## src/hdl/afn_pkg.sv

```systemverilog
// shared types, constants and helpers for the fade / normalize block
// no dependencies
package afn_pkg;

  localparam int LENGTH_BITS = 32;
  localparam int SAMPLE_W    = 16;
  localparam int CFG_DATA_W  = 32;
  localparam int CFG_IDX_W   = 1;
  // operand width of the scaler: holds a length or a peak value
  localparam int OP_W        = (LENGTH_BITS > SAMPLE_W) ? LENGTH_BITS : SAMPLE_W;
  // quotient bits kept; anything larger clamps
  localparam int Q_W         = SAMPLE_W + 1;
  localparam int PROD_W      = OP_W + Q_W;
  localparam int STEP_W      = $clog2(Q_W);
  localparam int QUEUE_DEPTH = 2;
  localparam int QPTR_W      = $clog2(QUEUE_DEPTH);

  localparam logic [SAMPLE_W-1:0] SAMPLE_MAX = 16'h7FFF;
  localparam logic [Q_W-1:0]      NEG_LIMIT  = 17'h08000;
  localparam logic [Q_W-1:0]      POS_LIMIT  = 17'h07FFF;

  localparam logic [CFG_IDX_W-1:0] CFG_MODE   = 1'b0;
  localparam logic [CFG_IDX_W-1:0] CFG_LENGTH = 1'b1;

  typedef enum logic [1:0] {
    MODE_FADE_IN  = 2'd0,
    MODE_FADE_OUT = 2'd1,
    MODE_MEASURE  = 2'd2,
    MODE_APPLY    = 2'd3
  } mode_t;

  typedef enum logic [2:0] {
    BS_IDLE,
    BS_MUL,
    BS_CHK,
    BS_DIV,
    BS_DONE
  } back_state_t;

  // one classified sample pair travelling from front to back
  typedef struct packed {
    logic signed [SAMPLE_W-1:0] left;
    logic signed [SAMPLE_W-1:0] right;
    logic [OP_W-1:0]            num;
    logic [OP_W-1:0]            den;
    logic                       scale;
    logic [SAMPLE_W-1:0]        peak;
  } item_t;

  // magnitude of a two's complement sample, 0..32768
  function automatic logic [SAMPLE_W-1:0] abs_sample(input logic signed [SAMPLE_W-1:0] s);
    logic [SAMPLE_W-1:0] neg;
    neg = SAMPLE_W'(-s);
    return s[SAMPLE_W-1] ? neg : SAMPLE_W'(s);
  endfunction

endpackage

```

## src/hdl/afn_queue.sv

```systemverilog
// two-entry fifo between the front classifier and the back scaler
// depends on afn_pkg
module afn_queue (
  input  logic          clk,
  input  logic          rst_n,
  input  logic          push,
  input  afn_pkg::item_t push_data,
  output logic          full,
  input  logic          pop,
  output afn_pkg::item_t pop_data,
  output logic          not_empty
);

  afn_pkg::item_t                  mem_r [afn_pkg::QUEUE_DEPTH];
  logic [afn_pkg::QPTR_W-1:0]      wr_ptr_r, wr_ptr_nxt;
  logic [afn_pkg::QPTR_W-1:0]      rd_ptr_r, rd_ptr_nxt;
  logic [afn_pkg::QPTR_W:0]        count_r, count_nxt;

  assign full      = (count_r == (afn_pkg::QPTR_W+1)'(afn_pkg::QUEUE_DEPTH));
  assign not_empty = (count_r != '0);
  assign pop_data  = mem_r[rd_ptr_r];

  // pointer and fill count update
  always_comb begin
    wr_ptr_nxt = wr_ptr_r;
    rd_ptr_nxt = rd_ptr_r;
    count_nxt  = count_r;
    if (push) begin
      wr_ptr_nxt = wr_ptr_r + 1'b1;
    end
    if (pop) begin
      rd_ptr_nxt = rd_ptr_r + 1'b1;
    end
    if (push && !pop) begin
      count_nxt = count_r + 1'b1;
    end else if (pop && !push) begin
      count_nxt = count_r - 1'b1;
    end
  end

  always_ff @(posedge clk) begin
    if (!rst_n) begin
      wr_ptr_r <= '0;
      rd_ptr_r <= '0;
      count_r  <= '0;
    end else begin
      wr_ptr_r <= wr_ptr_nxt;
      rd_ptr_r <= rd_ptr_nxt;
      count_r  <= count_nxt;
    end
  end

  // entry storage, no reset needed
  always_ff @(posedge clk) begin
    if (push) begin
      mem_r[wr_ptr_r] <= push_data;
    end
  end

endmodule

```

## src/hdl/afn_front.sv

```systemverilog
// front end: config registers, position counter, peak tracking and item classification
// depends on afn_pkg
module afn_front (
  input  logic                                clk,
  input  logic                                rst_n,
  input  logic                                cfg_we,
  input  logic [afn_pkg::CFG_IDX_W-1:0]       cfg_index,
  input  logic [afn_pkg::CFG_DATA_W-1:0]      cfg_data,
  input  logic                                in_valid,
  output logic                                in_ready,
  input  logic signed [afn_pkg::SAMPLE_W-1:0] in_left,
  input  logic signed [afn_pkg::SAMPLE_W-1:0] in_right,
  input  logic                                q_full,
  output logic                                push,
  output afn_pkg::item_t                      push_data
);

  afn_pkg::mode_t                     mode_r, mode_nxt;
  logic [afn_pkg::LENGTH_BITS-1:0]    len_r, len_nxt;
  logic [afn_pkg::LENGTH_BITS-1:0]    pos_r, pos_nxt;
  logic [afn_pkg::SAMPLE_W-1:0]       peak_r, peak_nxt;

  logic                               active;
  logic [afn_pkg::SAMPLE_W-1:0]       abs_l, abs_r;
  logic [afn_pkg::SAMPLE_W-1:0]       peak_upd;
  afn_pkg::mode_t                     cfg_mode;

  assign in_ready = !q_full;
  assign push     = in_valid && in_ready;
  assign cfg_mode = afn_pkg::mode_t'(cfg_data[1:0]);

  // an item is worked on only inside a range of two or more pairs
  assign active = (len_r >= afn_pkg::LENGTH_BITS'(2)) && (pos_r < len_r);

  // running peak over both channels
  always_comb begin
    abs_l    = afn_pkg::abs_sample(in_left);
    abs_r    = afn_pkg::abs_sample(in_right);
    peak_upd = peak_r;
    if (abs_l > peak_upd) begin
      peak_upd = abs_l;
    end
    if (abs_r > peak_upd) begin
      peak_upd = abs_r;
    end
  end

  // classify the incoming pair
  always_comb begin
    push_data.left  = in_left;
    push_data.right = in_right;
    push_data.num   = '0;
    push_data.den   = afn_pkg::OP_W'(len_r);
    push_data.scale = 1'b0;
    push_data.peak  = peak_r;
    peak_nxt        = peak_r;
    unique case (mode_r)
      afn_pkg::MODE_FADE_IN: begin
        push_data.scale = active;
        push_data.num   = afn_pkg::OP_W'(pos_r);
      end
      afn_pkg::MODE_FADE_OUT: begin
        push_data.scale = active;
        push_data.num   = afn_pkg::OP_W'(len_r - pos_r);
      end
      afn_pkg::MODE_MEASURE: begin
        if (active) begin
          peak_nxt       = peak_upd;
          push_data.peak = peak_upd;
        end
      end
      afn_pkg::MODE_APPLY: begin
        push_data.scale = active && (peak_r != '0);
        push_data.num   = afn_pkg::OP_W'(afn_pkg::SAMPLE_MAX);
        push_data.den   = afn_pkg::OP_W'(peak_r);
      end
      default: begin
        push_data.scale = 1'b0;
      end
    endcase
  end

  // register writes and per-item state update
  always_comb begin
    mode_nxt = mode_r;
    len_nxt  = len_r;
    pos_nxt  = pos_r;
    if (cfg_we) begin
      case (cfg_index)
        afn_pkg::CFG_MODE: begin
          mode_nxt = cfg_mode;
          pos_nxt  = '0;
        end
        afn_pkg::CFG_LENGTH: begin
          len_nxt = afn_pkg::LENGTH_BITS'(cfg_data);
        end
        default: begin
          len_nxt = len_r;
        end
      endcase
    end else if (push && (pos_r != '1)) begin
      pos_nxt = pos_r + 1'b1;
    end
  end

  always_ff @(posedge clk) begin
    if (!rst_n) begin
      mode_r <= afn_pkg::MODE_FADE_IN;
      len_r  <= '0;
      pos_r  <= '0;
      peak_r <= '0;
    end else begin
      mode_r <= mode_nxt;
      len_r  <= len_nxt;
      pos_r  <= pos_nxt;
      if (cfg_we && (cfg_index == afn_pkg::CFG_MODE) && (cfg_mode == afn_pkg::MODE_MEASURE)) begin
        peak_r <= '0;
      end else if (!cfg_we && push) begin
        peak_r <= peak_nxt;
      end
    end
  end

endmodule

```

## src/hdl/afn_back.sv

```systemverilog
// back end: shared multiplier and restoring divider, clamp, output register
// depends on afn_pkg
module afn_back (
  input  logic                                clk,
  input  logic                                rst_n,
  input  logic                                q_not_empty,
  input  afn_pkg::item_t                      q_data,
  output logic                                pop,
  output logic                                out_valid,
  input  logic                                out_ready,
  output logic signed [afn_pkg::SAMPLE_W-1:0] out_left,
  output logic signed [afn_pkg::SAMPLE_W-1:0] out_right,
  output logic [afn_pkg::SAMPLE_W-1:0]        out_peak
);

  afn_pkg::back_state_t               state_r, state_nxt;
  afn_pkg::item_t                     item_r;
  logic                               chan_r;
  logic [afn_pkg::PROD_W-1:0]         rem_r;
  logic [afn_pkg::PROD_W-1:0]         dsh_r;
  logic [afn_pkg::Q_W-1:0]            quo_r;
  logic [afn_pkg::STEP_W-1:0]         step_r;
  logic                               ovf_r;
  logic signed [afn_pkg::SAMPLE_W-1:0] res_r [2];
  logic                               out_valid_r;

  logic signed [afn_pkg::SAMPLE_W-1:0] sample;
  logic [afn_pkg::Q_W-1:0]            mag;
  logic                               fits;
  logic [afn_pkg::Q_W-1:0]            quo_fin;
  logic [afn_pkg::Q_W-1:0]            mag_res;
  logic signed [afn_pkg::SAMPLE_W-1:0] chan_res;
  logic                               div_last;
  logic                               out_load;

  assign out_valid = out_valid_r;
  assign sample    = chan_r ? item_r.right : item_r.left;
  assign mag       = afn_pkg::Q_W'(afn_pkg::abs_sample(sample));
  assign div_last  = (step_r == afn_pkg::STEP_W'(afn_pkg::Q_W - 1));

  // one quotient bit per cycle
  assign fits    = (rem_r >= dsh_r);
  assign quo_fin = {quo_r[afn_pkg::Q_W-2:0], fits};

  // clamp magnitude and restore sign
  always_comb begin
    mag_res = quo_fin;
    if (ovf_r || (quo_fin > afn_pkg::NEG_LIMIT)) begin
      mag_res = afn_pkg::NEG_LIMIT;
    end
    if (sample[afn_pkg::SAMPLE_W-1]) begin
      chan_res = afn_pkg::SAMPLE_W'(-mag_res);
    end else if (mag_res > afn_pkg::POS_LIMIT) begin
      chan_res = afn_pkg::SAMPLE_MAX;
    end else begin
      chan_res = afn_pkg::SAMPLE_W'(mag_res);
    end
  end

  // next state
  always_comb begin
    state_nxt = state_r;
    unique case (state_r)
      afn_pkg::BS_IDLE: begin
        if (q_not_empty) begin
          state_nxt = q_data.scale ? afn_pkg::BS_MUL : afn_pkg::BS_DONE;
        end
      end
      afn_pkg::BS_MUL: state_nxt = afn_pkg::BS_CHK;
      afn_pkg::BS_CHK: state_nxt = afn_pkg::BS_DIV;
      afn_pkg::BS_DIV: begin
        if (div_last) begin
          state_nxt = chan_r ? afn_pkg::BS_DONE : afn_pkg::BS_MUL;
        end
      end
      afn_pkg::BS_DONE: begin
        if (!out_valid_r || out_ready) begin
          state_nxt = afn_pkg::BS_IDLE;
        end
      end
      default: state_nxt = afn_pkg::BS_IDLE;
    endcase
  end

  // state outputs
  always_comb begin
    pop      = 1'b0;
    out_load = 1'b0;
    unique case (state_r)
      afn_pkg::BS_IDLE: pop      = q_not_empty;
      afn_pkg::BS_DONE: out_load = !out_valid_r || out_ready;
      default: begin
        pop      = 1'b0;
        out_load = 1'b0;
      end
    endcase
  end

  always_ff @(posedge clk) begin
    if (!rst_n) begin
      state_r     <= afn_pkg::BS_IDLE;
      out_valid_r <= 1'b0;
    end else begin
      state_r <= state_nxt;
      if (out_load) begin
        out_valid_r <= 1'b1;
      end else if (out_ready) begin
        out_valid_r <= 1'b0;
      end
    end
  end

  // scaler datapath
  always_ff @(posedge clk) begin
    if (pop) begin
      item_r   <= q_data;
      chan_r   <= 1'b0;
      res_r[0] <= q_data.left;
      res_r[1] <= q_data.right;
    end
    if (state_r == afn_pkg::BS_MUL) begin
      rem_r <= afn_pkg::PROD_W'(mag * item_r.num);
    end
    if (state_r == afn_pkg::BS_CHK) begin
      ovf_r  <= (rem_r >= {item_r.den, afn_pkg::Q_W'(0)});
      dsh_r  <= {1'b0, item_r.den, afn_pkg::SAMPLE_W'(0)};
      quo_r  <= '0;
      step_r <= '0;
    end
    if (state_r == afn_pkg::BS_DIV) begin
      if (fits) begin
        rem_r <= rem_r - dsh_r;
      end
      dsh_r  <= dsh_r >> 1;
      quo_r  <= quo_fin;
      step_r <= step_r + 1'b1;
      if (div_last) begin
        res_r[chan_r] <= chan_res;
        chan_r        <= 1'b1;
      end
    end
  end

  // output register
  always_ff @(posedge clk) begin
    if (out_load) begin
      out_left  <= res_r[0];
      out_right <= res_r[1];
      out_peak  <= item_r.peak;
    end
  end

endmodule

```

## src/hdl/audio_fade_normalize.sv

```systemverilog
// Linear fade and peak normalize for stereo 16-bit PCM.
// Input channel: in_valid / in_ready with one sample pair per beat.
// Output channel: out_valid / out_ready with one processed pair per input
// beat, plus the running peak level, in input order.
// Config: cfg_we writes cfg_data into register cfg_index (0 mode, 1 length)
// in the same cycle; a mode write restarts the position count, and selecting
// measure mode also clears the peak. Write only while no beat is in flight.
// Scaled pairs use one shared 17x32 multiplier and a 17-step restoring
// divider, once per channel; pass-through pairs skip both. The back-end
// scaler takes one pair at a time and so sets the throughput.
// A two-entry queue sits between the classifier and the scaler, so the input
// keeps accepting while a result waits at the output; when out_ready stays low
// the queue fills and in_ready drops after four pairs are held.
// Reset (rst_n low, synchronous) clears mode, length, position, peak, the queue
// and out_valid.
// depends on afn_pkg, afn_queue, afn_front, afn_back
module audio_fade_normalize (
  input  logic                                clk,
  input  logic                                rst_n,
  input  logic                                cfg_we,
  input  logic [afn_pkg::CFG_IDX_W-1:0]       cfg_index,
  input  logic [afn_pkg::CFG_DATA_W-1:0]      cfg_data,
  input  logic                                in_valid,
  output logic                                in_ready,
  input  logic signed [afn_pkg::SAMPLE_W-1:0] in_left_in,
  input  logic signed [afn_pkg::SAMPLE_W-1:0] in_right_in,
  output logic                                out_valid,
  input  logic                                out_ready,
  output logic signed [afn_pkg::SAMPLE_W-1:0] out_left_out,
  output logic signed [afn_pkg::SAMPLE_W-1:0] out_right_out,
  output logic [afn_pkg::SAMPLE_W-1:0]        out_peak_level
);

  logic           push;
  logic           q_full;
  logic           q_not_empty;
  logic           pop;
  afn_pkg::item_t push_data;
  afn_pkg::item_t pop_data;

  // classifier
  afn_front u_front (
    .clk       (clk),
    .rst_n     (rst_n),
    .cfg_we    (cfg_we),
    .cfg_index (cfg_index),
    .cfg_data  (cfg_data),
    .in_valid  (in_valid),
    .in_ready  (in_ready),
    .in_left   (in_left_in),
    .in_right  (in_right_in),
    .q_full    (q_full),
    .push      (push),
    .push_data (push_data)
  );

  // decoupling queue
  afn_queue u_queue (
    .clk       (clk),
    .rst_n     (rst_n),
    .push      (push),
    .push_data (push_data),
    .full      (q_full),
    .pop       (pop),
    .pop_data  (pop_data),
    .not_empty (q_not_empty)
  );

  // scaler and output stage
  afn_back u_back (
    .clk         (clk),
    .rst_n       (rst_n),
    .q_not_empty (q_not_empty),
    .q_data      (pop_data),
    .pop         (pop),
    .out_valid   (out_valid),
    .out_ready   (out_ready),
    .out_left    (out_left_out),
    .out_right   (out_right_out),
    .out_peak    (out_peak_level)
  );

endmodule

```

## config.mk

```make
export PLATFORM = sky130hd
export DESIGN_NAME = audio_fade_normalize
export DESIGN_NICKNAME = d
export VERILOG_FILES = /design/src/hdl/afn_pkg.sv /design/src/hdl/afn_queue.sv /design/src/hdl/afn_front.sv /design/src/hdl/afn_back.sv /design/src/hdl/audio_fade_normalize.sv
export SDC_FILE = /design/constraint.sdc
export NUM_CORES = 2
export LEC_CHECK = 0
export CAP_MARGIN = 20
export CELL_PAD_IN_SITES_DETAIL_PLACEMENT = 0
export CELL_PAD_IN_SITES_GLOBAL_PLACEMENT = 1
export CORE_ASPECT_RATIO = 0.9
export CORE_MARGIN = 2
export CORE_UTILIZATION = 45
export CTS_BUF_LIST = sky130_fd_sc_hd__clkbuf_8 sky130_fd_sc_hd__clkbuf_16
export CTS_CLUSTER_SIZE = 8
export DETAILED_ROUTE_END_ITERATION = 16
export DONT_BUFFER_PORTS = 1
export PLACE_DENSITY = 0.69
export SETUP_SLACK_MARGIN = 0.4
export SLEW_MARGIN = 20
export SYNTH_ARGS = -nofsm -noshare
export SYNTH_HDL_FRONTEND = slang
export SYNTH_SLANG_ARGS = --single-unit
export TNS_END_PERCENT = 5
```

## constraint.sdc

```tcl
create_clock -name clk -period 9.1 [get_ports clk]
set_input_delay 1.365 -clock clk [delete_from_list [all_inputs] [get_ports clk]]
set_output_delay 1.365 -clock clk [all_outputs]
set_load 0.02 [all_outputs]
```

Word-level counts from Yosys, hierarchy flattened
Memory sizes are Yosys's and may differ from the RTL's. A register that Yosys moved wholly into a read port is not among the register bits. Index checks and enable logic that the tools add are counted.

Memories: 2. Input port bits: 70. Memory bits (writable): 258. Bits in latches: 0. Bits in read-only memories: 0. Bits in registers: 338.

Multiply operators: 1. Bitwise logic cells: 2. Add/sub/neg operators: 12. Multiplexer cells: 53. Eq/ne operators: 15. Reductions and logical operators: 31. Div/mod/pow operators: 0. Shift operators: 0. Magnitude comparators: 8.

Memory list: u_queue.mem_r (depth 2, bits a word 113, rd ports 1, clocked after memory_dff 1, wr ports 1, RTL line afn_queue.sv:14) `afn_pkg::item_t mem_r [afn_pkg::QUEUE_DEPTH];`; u_back.res_r (depth 2, bits a word 16, rd ports 2, clocked after memory_dff 2, wr ports 2, RTL line afn_back.sv:24) `logic signed [afn_pkg::SAMPLE_W-1:0] res_r [2];`.

Operators with widths (count): 16-bit two-way mux (13); 49-bit two-way mux (3); 32-bit two-way mux (4); 32-bit case mux with 3 select lines (1); 16-bit negation (4); 49-bit by 48-bit greater-or-equal comparator with 1-bit output (1); 49-bit greater-or-equal comparator (1); 49-bit by 48-bit subtractor with 49-bit output (1); 16-bit by 32-bit multiplier with 48-bit output (1); 48-bit two-way mux (1); 47-bit two-way mux (1); 32-bit by 1-bit adder with 32-bit output, second input constant (1); 32-bit by 2-bit greater-or-equal comparator with 1-bit output, second input constant (1); 16-bit > comparator (2); 32-bit less-than comparator (1); 32-bit inequality test, second input constant (1); 32-bit subtractor (1); 1-bit two-way mux (18); 17-bit by 15-bit > comparator with 1-bit output, second input constant (1); 17-bit by 16-bit > comparator with 1-bit output, second input constant (1); 17-bit two-way mux (1); 16-bit nonzero test (1); 16-bit OR reduction (1); 3-bit two-way mux (5); other kinds (26) (56).

Logic depth before layout (Yosys ltp)
Depth in word-level cells: 8. Depth in mapped cells: 33. Mapped depth without buffers: 31.

Cells and area by module
A second synthesis with hierarchy kept.

Cell total of the unflattened synthesis: 4912. Area, all modules: 48940.7 um^2.

Modules (own cells, without submodules): afn_back (cells an instance 3422, area an instance 32179.6 um^2, seq. area each 8948.6 um^2, times used 1); afn_queue (cells an instance 374, area an instance 8667.1 um^2, seq. area each 6886.6 um^2, times used 1); afn_front (cells an instance 1116, area an instance 8094.0 um^2, seq. area each 1641.6 um^2, times used 1).

Least setup slack after synthesis
OpenSTA, ideal clock, no wires.

Kind: register to register. From: register u_back.chan_r. To: register u_back.rem_r[32] (netlist name). Slack: 1.040 ns. Required time: 9.021 ns. Clock period less this slack: 8.060 ns. Stages on the path, launching flop included: 32. Library setup time: 0.079 ns. Arrival time: 7.980 ns. Path buffers: 2. Path through: dfxtp_1 mux2_2 clkbuf_1 inv_1 ha_1 nand2_1 o31ai_1 o21a_1 a21oi_1 xnor2_1 buf_2 nand2_1 fa_1 fa_1 inv_1 fa_1 fa_1 fa_1 inv_1 fa_1 inv_1 ha_1 a21oi_1 o21ai_0 nor3_1 a2111oi_0 or4_1 a31o_2 a221oi_1 xnor2_1 nand2_1 a22oi_1.

Longest elaborated chain between the ends: 7.

Ends and longest elaborated chain: start, declared (RTL line afn_back.sv:18) `logic chan_r;`; start signal, assigned (RTL line afn_back.sv:117) `chan_r <= 1'b0;`; start signal, assigned (RTL line afn_back.sv:139) `chan_r <= 1'b1;`; 16-bit two-way mux (*) (RTL line afn_back.sv:37) `assign sample = chan_r ? item_r.right : item_r.left;`; 16-bit negation (RTL line afn_pkg.sv:53) `neg = SAMPLE_W'(-s);`; 16-bit two-way mux (*) (RTL line afn_pkg.sv:54) `return s[SAMPLE_W-1] ? neg : SAMPLE_W'(s);`; 16-bit by 32-bit multiplier with 48-bit output (*) (RTL line afn_back.sv:122) `rem_r <= afn_pkg::PROD_W'(mag * item_r.num);`; 49-bit two-way mux (*) (RTL line afn_back.sv:121) `if (state_r == afn_pkg::BS_MUL) begin`; 49-bit two-way mux (RTL line afn_back.sv:131) `if (fits) begin`; 49-bit two-way mux (*) (RTL line afn_back.sv:130) `if (state_r == afn_pkg::BS_DIV) begin`; end signal, assigned (RTL line afn_back.sv:122); end signal, assigned (RTL line afn_back.sv:132) `rem_r <= rem_r - dsh_r;`; end, declared (RTL line afn_back.sv:19) `logic [afn_pkg::PROD_W-1:0] rem_r;`.

Every way passes the cells marked *; elsewhere a longest branch is shown, timed or not. A chain may end at the register's enable or synchronous reset.

Final worst setup path
From: register u_back.chan_r. To: register u_back.rem_r[45] (netlist name).

The elaborated chain is that of the path after synthesis.

==> flow_metrics.py <==
metrics = {
    "status": {
        "outcome": "complete, no violations",
    },
    "yosys": {
        "number_of_enable_type_register_cells_in_the_synthesized_netlist": 488,
        "ys_warn_count": 0,
        "post_synth_and_or_nand_nor_area_fraction_pct": 13.8,
        "synth-async-reset-ratio_pct": 0,
        "post_synth_num_cell_types": 89,
        "ys_seq_area_share_pct": 36.3,
        "synthesis.area_per_instance_um2": 9.96,
        "synth-xor-area-share_pct": 3.46,
        "synthesis.instances": 4829,
        "dominantRegCellSynth": "sky130_fd_sc_hd__edfxtp_1",
        "dominant_combinational_cell_family_by_area_after_synthesis": "adder cells",
        "muxShareOfSynthArea_pct": 4.17,
        "synth_area_in_adders_pct": 24.6,
        "netlist_area_um2": 48100,
        "synth-compound-area-share_pct": 10.5,
        "synth_net_count": 5592,
        "yosys_register_bits": 629,
    },
    "sta": {
        "timing.final.max_slew_violations": 0,
        "fin_clk_skew_ns": 0.0693,
        "tightest_slew_ns": 1.14,
        "rsz_0062_raised_after_global_routing": "true",
        "finalSetupViolations": 0,
        "final_hold_viol_count": 0,
        "timing.fmax_mhz": 119,
        "period_share_pct": 92.4,
        "setup-tns-final_ns": 0,
        "relSlewSlack_pct": 24.1,
        "finalCriticalPeriod_ns": 8.41,
    },
    "worst_setup_path": {
        "cpMaxStageDelayCell": "sky130_fd_sc_hd__fa_1",
        "critical_path.max_fanout": 16,
        "worstSetupEndpoint": "u_back.rem_r[45]",
        "critical_path.startpoint_type": "register",
        "timing_worst_setup_path_type": "register to register",
        "crit_path_max_incr_delay_ns": 0.54,
        "timing.reg2reg.setup_slack_ns": 0.69,
        "crit_top_cell": "sky130_fd_sc_hd__fa_1",
        "r2r-start": "u_back.chan_r",
        "timing.reg2reg.worst_path_depth": 32,
        "crit_required_ns": 9.62,
        "crit_path_start": "u_back.chan_r",
        "worstSetupEndpointType": "register",
        "critPathArrivalTime_ns": 8.93,
        "crit-reg2reg-capture": "u_back.rem_r[45]",
    },
    "floorplan": {
        "die-area_um2": 110000,
        "start_util_pct": 45.5,
        "ios": 120,
        "core_um2": 106000,
        "die_height_um": 314,
        "std_cell_rows": 113,
        "dieWidth_um": 349,
    },
    "clock_tree": {
        "root_buffer": "sky130_fd_sc_hd__clkbuf_16",
        "cts.path.max_buffers": 3,
        "clock_tree.htree_level_count": 3,
        "clock_sinks": 629,
        "clkLatencyLatePin_ns": 0.68,
        "tritoncts": "built",
        "number_of_buffers_inserted_during_clock_tree_synthesis": 89,
        "cts.reportedPaths.clkPinSlew_ns": 0.06,
    },
    "drt": {
        "first_pass_iters": 6,
        "via_density_per_instance": 5.49,
        "route.vias.total": 34100,
        "drcViolationCount": 0,
        "wl_per_cell_um": 21.4,
        "initialDrtViolationCount": 2560,
        "antenna_left": 0,
        "routed_wirelength_um": 133000,
    },
    "worst_hold_path": {
        "hp-class": "register to register",
    },
    "layout": {
        "stdcell_area_um2": 52500,
        "fill_cells": 9943,
        "layout.area.seq_um2": 17500,
        "drive_above_1_share_pct": 7.54,
        "most-common-layout-cells": "746 x sky130_fd_sc_hd__inv_1, 696 x sky130_fd_sc_hd__nand2_1, 488 x sky130_fd_sc_hd__edfxtp_1, 420 x sky130_fd_sc_hd__fa_1, 272 x sky130_fd_sc_hd__ha_1",
        "area.growth.synth_to_final_pct": 9.15,
        "finalNetCount": 5534,
        "insertedDiodeCount": 0,
        "footprint_of_the_multi_input_gates_um2": 27500,
        "final_common_cell": "sky130_fd_sc_hd__inv_1",
    },
    "place": {
        "dpl.hpwl_um": 100000,
        "dpl_cell_area_um2": 49700,
        "routabilityCongestion": 0.905,
        "port_buffers": 0,
    },
    "global_route": {
        "number_of_global_route_vias_before_repair": 34600,
        "grt_use_total_pct": 24.7,
        "largest_net_degree_at_the_start_of_global_routing": 68,
        "initial_antenna_violation_count": 0,
        "wire_length_of_the_first_global_routing_pass_um": 208000,
        "grt_remaining_overflow": 0,
    },
    "job": {
        "maxCapViolations": 0,
    },
}
logic make-up after synthesis:
logic type | Yosys count
compound gates | 800
xor+xnor | 190
fa+ha+maj | 693
buf+inv | 901
flops | 629
mux | 183
simple gates | 1433
per-stage QoR:
step / setup WS, ns / util [%] / hold slack (ns) / std cells
final: 0.692 / 49.7 / 0.414 / 6218
after global routing: 0.316 / 49.7 / 0.422 / 6218
after CTS: 0.343 / 49.5 / 0.416 / 6210
after detailed placement: 0.364 / 47.0 / 0.405 / 6052
after global placement: 0.372 / 47.0 / 0.401 / 6052
after floorplan: 1.04 / - / 0.400 / 4829
metal layers:
metal	track usage, %	part of all wire (%)	vias to the layer above
met3	2.79	4.4	143
met5	0	0	-
met4	5.54	1.9	0
met1	36.4	48	17100
met2	39.2	46	812
li1	-	-	16100
timing repair:
item / CTS / global route
endpoints found under the setup margin: 3 / 25
pin swaps: 0 / 3
setup buffers: 0 / 6
cloned: 0 / 1
hold buffers: 0 / 0
gates resized for setup: 1 / 24
flip-flops by register name, summed over array words and instances, names as in the netlist, 32 cells and up, named ones only:
name and flops:
u_front.pos_r 32, u_queue.mem_r 226, u_back.res_r 32, u_back.dsh_r 48, u_back.rem_r 49, u_front.len_r 32
u_back.item_r 112
worst min-delay path by stage:
stage | startpoint | endpoint | slack [ns] | depth (start not counted)
final | u_back.res_r[1][6] | out_right_out[6] | 0.41 | 0
after global routing | u_back.res_r[0][13] | out_left_out[13] | 0.42 | 0
after CTS | u_back.res_r[1][6] | out_right_out[6] | 0.42 | 0
after detailed placement | u_back.res_r[1][6] | out_right_out[6] | 0.40 | 0
after global placement | u_back.item_r[9] | u_back.out_peak[9] | 0.40 | 0
after floorplan | u_back.res_r[0][0] | out_left_out[0] | 0.40 | 0
synth_stat cells, drive strengths merged, types with 49 or more instances:
| cell type | n | area [um2] |
|---|---|---|
| ha | 273 | 3420 |
| clkbuf | 187 | 706 |
| dfxtp | 141 | 2820 |
| nand2 | 701 | 2650 |
| mux2 | 128 | 1440 |
| inv | 690 | 2590 |
| fa | 420 | 8410 |
| o21ai | 205 | 1030 |
| a211oi | 49 | 373 |
| and2 | 195 | 1220 |
| a21o | 70 | 526 |
| xor2 | 62 | 543 |
| nor2 | 220 | 831 |
| a21oi | 224 | 1120 |
| edfxtp | 488 | 14700 |
| nand4 | 49 | 313 |
| nor3 | 49 | 245 |
| xnor2 | 128 | 1120 |
| mux2i | 55 | 563 |
| nand3 | 50 | 255 |
critical path: cells and delay by family, from the launching register on:
kind | cells | cell delay, ns
buf+inv | 7 | 0.66
fa+ha+maj | 8 | 3.68
xor+xnor | 2 | 0.35
flops | 1 | 0.43
mux | 1 | 0.39
simple gates | 3 | 0.37
compound gates | 11 | 2.35
area by class of cell:
cell class	count	area share [%]
well taps	1380	3.29
clock buffers	92	4.34
flip-flops and latches	629	33.3
multi-input cells	3299	52.3
inverters	690	4.94
clock inverters	66	0.710
repair buffers	62	1.14
Power is left out: the tool's default activity adds up to more than one toggle a clock period on the data nets, which glitch-free logic cannot reach.
